**src/design/cross_distance_engine_assert.svh**
```systemverilog
// Assertion macros for the cross distance engine.
// Used by the top level; depends on nothing else.
`ifndef CROSS_DISTANCE_ENGINE_ASSERT_SVH
`define CROSS_DISTANCE_ENGINE_ASSERT_SVH

// Same-cycle implication, disabled during reset
`define CDE_ASSERT_IMPL(label, clk, rst, ante, cons) \
   label: assert property (@(posedge clk) disable iff (rst) (ante) |-> (cons)) \
      else $error("%m: implication failed");

// Next-cycle implication, disabled during reset
`define CDE_ASSERT_NEXT(label, clk, rst, ante, cons) \
   label: assert property (@(posedge clk) disable iff (rst) (ante) |=> (cons)) \
      else $error("%m: next-cycle implication failed");

`endif

```
**src/design/cde_ram.sv**
```systemverilog
// Generic single-write, single-read RAM with a registered read port.
// Standalone; depends on nothing.
`default_nettype none

module cde_ram #(
   parameter int WIDTH = 8,
   parameter int DEPTH = 16
) (
   input  wire logic                                         clock,
   input  wire logic                                         wr_en,
   input  wire logic [((DEPTH > 1) ? $clog2(DEPTH) : 1)-1:0] wr_addr,
   input  wire logic [WIDTH-1:0]                             wr_data,
   input  wire logic                                         rd_en,
   input  wire logic [((DEPTH > 1) ? $clog2(DEPTH) : 1)-1:0] rd_addr,
   output logic      [WIDTH-1:0]                             rd_data
);

   logic [WIDTH-1:0] mem_ff [DEPTH];
   logic [WIDTH-1:0] rd_data_ff;

   // Write port
   always_ff @(posedge clock) begin
      if (wr_en) begin
         mem_ff[wr_addr] <= wr_data;
      end
   end

   // Registered read port
   always_ff @(posedge clock) begin
      if (rd_en) begin
         rd_data_ff <= mem_ff[rd_addr];
      end
   end

   assign rd_data = rd_data_ff;

endmodule

`default_nettype wire

```
**config.mk**
```make
export PLATFORM = sky130hd
export DESIGN_NAME = cde_ram
export DESIGN_NICKNAME = d
export VERILOG_FILES = /design/src/design/cross_distance_engine_assert.svh /design/src/design/cde_ram.sv
export SDC_FILE = /design/constraint.sdc
export NUM_CORES = 1
export LEC_CHECK = 0
export BUFFER_PORTS_ARGS = -buffer_cell sky130_fd_sc_hd__buf_2
export CORE_MARGIN = 3
export CORE_UTILIZATION = 25
export DETAILED_ROUTE_END_ITERATION = 10
export GPL_TIMING_DRIVEN = 0
export PLACE_DENSITY_LB_ADDON = 0.25
export SLEW_MARGIN = 10
export SYNTH_ARGS = -nofsm -noshare
export SYNTH_HDL_FRONTEND = slang
export SYNTH_SLANG_ARGS = --single-unit
```
**constraint.sdc**
```tcl
create_clock -name clock -period 4.4 [get_ports clock]
set_input_delay 0.44 -clock clock [delete_from_list [all_inputs] [get_ports clock]]
set_output_delay 0.44 -clock clock [all_outputs]
set_load 0.01 [all_outputs]
```
==> results of run 1 <==
[power breakdown]
group          internal (uW)  total [uW]  switching [uW]  leakage, uW
Combinational           56.4         145            88.9     0.000523
Sequential              1460        1470            5.70      0.00124
Clock                    937        1440             506     0.000286
[per-stage QoR]
stage	std cells	hold WS [ps]	worst slack, ps	area (um2)	util [%]
global route	554	350.3	2565	6317	31.02
detailed placement	524	754.2	2187	5710	28.04
floorplan	229	538.9	2467	5228	-
CTS	554	353.4	2633	6317	31.02
global placement	524	746.8	1751	5690	27.94
finish	556	366.0	2642	6322	31.05
[Yosys cell counts (2+ instances only)]
master           instances  area (um2)
a22oi_1                 16       120.1
buf_2                    3       15.01
buf_6                    3       33.78
clkdlybuf4s25_2          3       30.03
edfxtp_1               136        4084
mux4_1                  14       367.9
mux4_2                  18       405.4
nand2_1                  9       33.78
nand2b_1                 2       12.51
nand3b_1                 2       15.01
nor2_1                  13       48.80
nor3_1                   4       20.02
[cell type report]
| cell class | instances | area (um2) | area share (%) |
|---|---|---|---|
| antenna | 2 | 5.005 | 0.07916 |
| clock buffer | 17 | 425.4 | 6.729 |
| sequential | 136 | 4084 | 64.60 |
| tap | 270 | 337.8 | 5.343 |
| multi-input combinational | 83 | 1077 | 17.04 |
| timing repair buffer | 25 | 125.1 | 1.979 |
| buffer | 10 | 86.33 | 1.366 |
| clock inverter | 13 | 181.4 | 2.870 |
[worst paths after layout]
| check | cells past startpoint | from | slack, ps | end |
|---|---|---|---|---|
| max | 3 | wr_addr[2] | 2640 | mem_ff[3][3] |
| max reg2reg | 3 | mem_ff[1][0] | 2750 | rd_data[0] |
| min | 1 | rd_en | 370 | rd_data[4] |
| min reg2reg | 3 | mem_ff[12][7] | 760 | rd_data[7] |
[state kept, by name, summed over array words and instances, names as in the netlist]
| register | flops |
|---|---|
| mem_ff | 128 |
| rd_data | 8 |
[per-layer routing]
layer	GRT usage [%]	wire length, um
met1	14.25	5095
met2	15.36	5109
met3	3.703	650
met4	3.354	126
met5	0	0
[logic make-up (layout without fill, tap and decap cells)]
group / after synthesis / after routing
DFF: 136 / 136
other: 0 / 2
AOI/OAI and AO/OA: 16 / 16
muxes: 32 / 32
and+or+nand+nor: 35 / 35
buffers and inverters: 10 / 65
==> summary.md, run 1 <==
| Metric | Value |
|---|---|
| CP Capture Type | flop |
| Lkg Pwr | 0.002045 uW |
| Worst setup SP type | input port |
| CTS sink cnt | 136 |
| H-Tree Depth | 4 |
| Adder-Cell Fraction of Synth Area | 0% |
| Post-synth EDFFs | 136 |
| Fraction of registers with async set/reset | 0% |
| CP max-delay cell | nor2_1 |
| DR iter-0 viols | 160 |
| Top Ports | 27 |
| Fin crit period | 1758 ps |
| CP Buf/Inv Count | 1 |
| Synth Warn # | 0 |
| Mux contribution to synthesized area | 14.79% |
| Total GRT Usage | 10.36% |
| Initial antenna violation count | 0 |
| Mean Syn Cell Area | 22.83 um2 |
| CTS Root Cell | clkbuf_16 |
| Pwr per Cell Area | 483.2 nW/um2 |
| First-pass GRT wire length | 15.94 mm |
| Worst Path Max Fanout | 8 |
| Total gr overflow | 0 |
| Largest delay share family, worst path | simple AND/OR/NAND/NOR gates |
| Post-layout nets | 292 |
| Kind of critical path | input port to flop |
| Slew @ Worst Pin | 900.2 ps |
| Outcome | finished, final reports clean |
| CTS resizes | 0 |
| Worst-Skew Late Latency | 410 ps |
| Die X | 150.6 um |
| Max-slew violation count | 0 |
| Postcts setup bufs | 0 |
| Sequential-to-total area share from yosys stat | 78.12% |
| Routed Antenna Nets | 0 |
| Max Buffers Root-to-Sink | 2 |
| Vias in the first global route | 2506 |
| GPL Wtd Cong | 0.7176 |
| Critical Path RT | 4440 ps |
| Clock transition at path regs | 60 ps |
| HPWL reported at the end of detailed placement | 7.140 mm |
| Fmax | 568.9 MHz |
| Num CTS Buffers | 17 |
| Hold Vio Cnt, Final | 0 |
| Peak supply drop | 296.7 uV |
| Crit path cell chain | buf_2, or3b_2, nor2_1 |
| Site row count | 52 |
| Ys flop type | edfxtp_1 |
| Simple-gate share of the synthesized area | 3.135% |
| Routed length per placed instance | 19.75 um |
| Layout area overhead | 20.94% |
| Commonest non-fill, non-tap cell in the layout | edfxtp_1 |
| CTS tree | yes |
| Skew final | 6.930 ps |
| Sum Neg Setup Slack | 0 ps |
| Setup violators final | 0 |
| Total routed wirelength | 10.98 mm |
| Fraction of layout cells with a size suffix above 1 | 30.28% |
| Critical path's largest stage delay | 710 ps |
| Period utilization | 39.95% |
| Post-Syn Nets | 248 |
| Netlist cell types | 18 |
| Most frequent cells in the layout | edfxtp_1 (136), buf_2 (28), mux4_2 (18) |
| Synthesis-stage register bit count | 136 |
| Via count | 2379 |
| Drt first pass iters | 4 |
| Design Power | 3055 uW |
| Hold-fix buffers, CTS | 0 |
| Detailed-route vias per instance | 4.279 |
| Layout fillers | 1973 |
| DRC errors left | 0 |
| Worst Hold Class | input port to flop |
| Cells after synthesis | 229 |
| Die Footprint | 22680 um2 |
| Mapped cell area | 5228 um2 |
| Synth Area in XOR/XNOR | 0% |
| Slew headroom | 39.77% |
| Maxcap violations | 0 |
| Data arrival, critical path | 1800 ps |
| Largest net degree at the start of global routing | 17 |
| Initial Utilization | 25.67% |
| RSZ-0062 raised after global routing | no |
| Die height | 150.6 um |
| Core Footprint | 20360 um2 |
| Main combinational cell family by area after synthesis | multiplexers |
| IO Port Bufs | 25 |
| Compound-gate portion of the synthesized area | 2.298% |
Note: power is estimated with default switching activity, not from simulation.
==> run 2: changes to the inputs <==
==> constraint.sdc (replaced) <==
create_clock -name clock -period 1.6 [get_ports clock]
set_input_delay 0.16 -clock clock [delete_from_list [all_inputs] [get_ports clock]]
set_output_delay 0.16 -clock clock [all_outputs]
set_load 0.01 [all_outputs]
==> run 2 against run 1 <==
Against the previous run:
- cell count down 0.18%
- combinational power rose to 2.8 times the previous value
- first-iteration DRC count up 3.8%
- die area unchanged
- via count down 0.67%
- count of clock-buffer cells in the layout unchanged
- hold slack worse by 280 ps
- critical path depth unchanged
- critical path type is now flop to flop
- largest power group unchanged
- highest routed layer unchanged
==> summary.md, run 2 (synthesized netlist as in run 1, its figures left out) <==
| Metric | Value |
|---|---|
| Outcome | finished, final reports clean |
| Fmax | 636.9 MHz |
| Total routed wirelength | 10.75 mm |
| Sequential share of power | 49.3% |
| Hold Vio Cnt, Final | 0 |
| H-Tree Depth | 4 |
| Site row count | 52 |
| R2R depth | 3 |
| Vias in the first global route | 2538 |
| DP Cell Count | 524 |
| Fin crit period | 1570 ps |
| Sum Neg Setup Slack | 0 ps |
| Max-slew violation count | 0 |
| Fin cells | 555 |
| Layout area overhead | 20.63% |
| HPWL reported at the end of detailed placement | 7.084 mm |
| Most frequent cells in the layout | edfxtp_1 (136), buf_2 (28), mux4_2 (20) |
| Largest net degree at the start of global routing | 17 |
| IO Port Bufs | 25 |
| Period utilization | 98.14% |
| Initial Utilization | 25.67% |
| Peak supply drop | 938.4 uV |
| GPL Wtd Cong | 0.7366 |
| Worst Path Max Fanout | 1 |
| Max Buffers Root-to-Sink | 2 |
| Die height | 150.6 um |
| Maxcap violations | 0 |
| Initial antenna violation count | 0 |
| DRC errors left | 0 |
| Internal power | 6465 uW |
| Clock power share | 45.7% |
| CTS sink cnt | 136 |
| Slew headroom | 43.63% |
| Kind of critical path | flop to flop |
| CP Capture Type | flop |
| Commonest non-fill, non-tap cell in the layout | edfxtp_1 |
| Worst Hold Class | input port to flop |
| Die X | 150.6 um |
| Critical Path RT | 1740 ps |
| Setup violators final | 0 |
| Combinational Power Share | 5.0% |
| DR iter-0 viols | 166 |
| Num CTS Buffers | 17 |
| Clock transition at path regs | 60 ps |
| CTS Root Cell | clkbuf_16 |
| Diodes inserted | 0 |
| Slew @ Worst Pin | 842.5 ps |
| Max reg flops | 128 |
| Total gr overflow | 0 |
| Sw Share | 20.89% |
| Skew final | 12.73 ps |
| Total GRT Usage | 10.28% |
| Multi-input gate area | 1097 um2 |
| Via count | 2363 |
| Lkg Pwr | 0.002016 uW |
| Worst setup SP type | flop |
| Top Ports | 27 |
| Reg2Reg Setup Slack | 30 ps |
| Worst-Skew Late Latency | 410 ps |
| Hold path depth | 1 |
| Switch Pwr | 1708 uW |
| Core Footprint | 20360 um2 |
| Pwr per Cell Area | 1296 nW/um2 |
| Routed length per placed instance | 19.37 um |
| Post-layout nets | 292 |
| Die Footprint | 22680 um2 |
| CTS tree | yes |
| Routed Antenna Nets | 0 |
| Detailed-route vias per instance | 4.258 |
| Data arrival, critical path | 1710 ps |
| Drt first pass iters | 4 |
| Biggest register | mem_ff |
| Layout fillers | 1971 |
| RSZ-0062 raised after global routing | no |
| First-pass GRT wire length | 16.09 mm |
| Reg area | 4084 um2 |
| Fraction of layout cells with a size suffix above 1 | 34.04% |
run 2: cell types whose count changed in the layout (fill, tap and decap cells not counted):
cell / delta
mux4_2: +2
nand2_2: +1
diode_2: -2
nand2_1: -1
a22oi_2: +5
a22oi_1: -5
bufinv_16: -2
clkinv_4: -2
clkinv_2: +1
clkinv_1: -2
inv_6: +3
clkinvlp_4: +3
mux4_1: -2
run 2: cell type report:
| class | instances | area share, % |
|---|---|---|
| clock inverters | 14 | 2.381 |
| repair buffers | 25 | 1.984 |
| multi-input cells | 83 | 17.40 |
| clock buffers | 17 | 6.746 |
| plain buffers | 10 | 1.369 |
| well taps | 270 | 5.357 |
| flip-flops and latches | 136 | 64.76 |
run 2: timing repair:
| action | 4_1_cts | 5_1_grt |
|---|---|---|
| gates cloned | 0 | 0 |
| resized for setup | 5 | 3 |
| pin swaps | 1 | 4 |
| setup buffers | 0 | 0 |
| endpoints found under the setup margin | 5 | 4 |
| hold buffers | 0 | 0 |
run 2: per-layer routing:
layer / vias up / global-route usage (%) / part of all wire [%]
li1: 1067 / - / -
met1: 1228 / 13.82 / 43
met2: 66 / 16.28 / 49
met3: 2 / 3.191 / 8.4
met4: 0 / 2.720 / 0.29
met5: - / 0 / 0
run 2: power groups by stage:
stage | logic, uW | clock network [uW] | registers [uW]
final | 407 | 3730 | 4030
after global routing | 446 | 4000 | 4040
after CTS | 416 | 3820 | 4030
after detailed placement | 407 | 0 | 4110
after global placement | 400 | 0 | 4100
after floorplan | 203 | 0 | 4110
run 2: through the flow:
stage / hold slack [ps] / setup WS, ps / util [%] / instance area, um2 / power [uW]
2_1_floorplan: 258.9 / 157.6 / - / 5233 / 4315
3_3_place_gp: 494.1 / -426.8 / 27.97 / 5695 / 4502
3_5_place_dp: 513.2 / -300.8 / 28.04 / 5710 / 4513
4_1_cts: 85.18 / 9.818 / 30.99 / 6311 / 8272
5_1_grt: 86.08 / 1.680 / 30.97 / 6306 / 8482
6_report: 89.43 / 29.78 / 30.97 / 6306 / 8173
run 2: worst paths after layout:
| path | to | from |
|---|---|---|
| min | rd_data[2] | rd_en |
| min reg2reg | rd_data[7] | mem_ff[14][7] |
| max | rd_data[5] | mem_ff[1][5] |
| max reg2reg | rd_data[5] | mem_ff[1][5] |
run 2: critical path, stage by stage (launching register included):
cell	delay (ps)
edfxtp_1	350
mux4_1	530
a22oi_1	280
nand2_1	130
==> run 3: changes to the inputs <==
==> constraint.sdc (replaced) <==
create_clock -name clock -period 1.7 [get_ports clock]
set_input_delay 0.17 -clock clock [delete_from_list [all_inputs] [get_ports clock]]
set_output_delay 0.17 -clock clock [all_outputs]
set_load 0.01 [all_outputs]
==> run 3 against run 2 <==
Against the previous run:
- global-route usage is 0.078 points higher
- count of clock-buffer cells in the layout unchanged
- clock skew fell by 5.7 ps
- maximum frequency decreased by 7.1%
- via count increased by 0.38%
- critical path type unchanged
- register-to-register slack worse by 20 ps
- highest routed layer unchanged
- sequential share of layout area is 0.19 points lower
- final area grew 0.30%
- core utilization rose by 0.092 points
- hold slack better by 11 ps
- power down 3.4%
==> summary.md, run 3 (synthesized netlist as in run 1, its figures left out) <==
| Metric | Value |
|---|---|
| Num CTS Buffers | 17 |
| Setup violators final | 0 |
| Vias in the first global route | 2506 |
| Worst Path Max Fanout | 1 |
| Initial Utilization | 25.67% |
| Placement Setup Slack | -242.7 ps |
| Worst Hold Class | input port to flop |
| IO Port Bufs | 25 |
| Routed length per placed instance | 19.72 um |
| Site row count | 52 |
| Hold Vio Cnt, Final | 0 |
| Kind of critical path | flop to flop |
| Core Footprint | 20360 um2 |
| GPL Wtd Cong | 0.7176 |
| Skew final | 7.057 ps |
| Commonest non-fill, non-tap cell in the layout | edfxtp_1 |
| Post-layout nets | 292 |
| Max reg flops | 128 |
| Die Footprint | 22680 um2 |
| Max Buffers Root-to-Sink | 2 |
| Most frequent cells in the layout | edfxtp_1 (136), buf_2 (28), mux4_2 (18) |
| Biggest register | mem_ff |
| DR iter-0 viols | 164 |
| CTS sink cnt | 136 |
| CTS Root Cell | clkbuf_16 |
| Fraction of layout cells with a size suffix above 1 | 30.63% |
| Detailed-route vias per instance | 4.274 |
| Largest net degree at the start of global routing | 17 |
| Die X | 150.6 um |
| Slew @ Worst Pin | 892.7 ps |
| Top Ports | 27 |
| Total routed wirelength | 10.94 mm |
| Routed Antenna Nets | 0 |
| Period utilization | 99.41% |
| Clock transition at path regs | 60 ps |
| Final Hold Slack | 100.3 ps |
| Maxcap violations | 0 |
| Design area | 6325 um2 |
| Total GRT Usage | 10.36% |
| HPWL reported at the end of detailed placement | 7.140 mm |
| Final worst slack | 9.969 ps |
| H-Tree Depth | 4 |
| Postcts setup bufs | 0 |
| Peak supply drop | 765.9 uV |
| Fmax | 591.7 MHz |
| Pwr per Cell Area | 1249 nW/um2 |
| Worst setup SP type | flop |
| DRC errors left | 0 |
| Fin crit period | 1690 ps |
| Total gr overflow | 0 |
| Outcome | finished, final reports clean |
| Critical Path RT | 1830 ps |
| Worst-Skew Late Latency | 410 ps |
| Via count | 2372 |
| First-pass GRT wire length | 15.94 mm |
| Initial antenna violation count | 0 |
| Drt first pass iters | 4 |
| Slew headroom | 40.27% |
| RSZ-0062 raised after global routing | no |
| Final core utilization | 31.06% |
| Layout area overhead | 20.99% |
| CTS tree | yes |
| Lkg Pwr | 0.002045 uW |
| Post-Place Cell Area | 5710 um2 |
| Max-slew violation count | 0 |
| CP Capture Type | flop |
| Data arrival, critical path | 1820 ps |
| Die height | 150.6 um |
## run 3: cell types whose count changed in the layout (fill, tap and decap cells not counted), sizes merged
| cell | change |
|---|---|
| diode | +1 |
| inv | -3 |
| clkinv | +3 |
| clkinvlp | -3 |
| bufinv | +2 |
## run 3: where the power goes
part           internal (uW)  total [uW]  switching (uW)
logic                    147         377             230
registers               3780        3790            14.8
clock network           2430        3730            1300
## run 3: worst paths after layout
| kind | slack (ps) | endpoint | depth (start not counted) | start |
|---|---|---|---|---|
| worst min-delay path | 100 | rd_data[0] | 1 | rd_en |
| worst max register to register | 10 | rd_data[2] | 3 | mem_ff[2][2] |
| worst min register to register | 760 | rd_data[7] | 3 | mem_ff[12][7] |
| worst max-delay path | 10 | rd_data[2] | 3 | mem_ff[2][2] |
## run 3: worst max-delay path: stages (launching register included)
cell and delay [ps]:
edfxtp_1 360, mux4_1 550, a22oi_1 350, nand2_1 160
## run 3: per-stage QoR
step | total power [uW] | cells | TNS, ps
finish | 7898 | 555 | 0
global route | 8171 | 554 | 0
CTS | 7989 | 554 | 0
detailed placement | 4250 | 524 | -7642
global placement | 4236 | 524 | -18720
floorplan | 4061 | 229 | 0
## run 3: final cells by class
class                   instances  area [um2]
diodes                          1       2.502
plain buffers                  10       86.33
clock buffers                  17       425.4
clock inverters                13       181.4
fillers                      1973       14040
multi-input cells              83        1082
flip-flops and latches        136        4084
well taps                     270       337.8
repair buffers                 25       125.1
## run 3: repair_timing
item,CTS,global route
hold buffers,0,0
setup endpoints to repair,0,1
gates resized for setup,0,1
## run 3: metal layers
metal | track usage, % | part of all wire (%) | vias up
met3 | 3.703 | 6.3 | 7
li1 | - | - | 1073
met1 | 14.25 | 46 | 1236
met5 | 0 | 0 | -
met2 | 15.36 | 47 | 56
met4 | 3.354 | 0.86 | 0
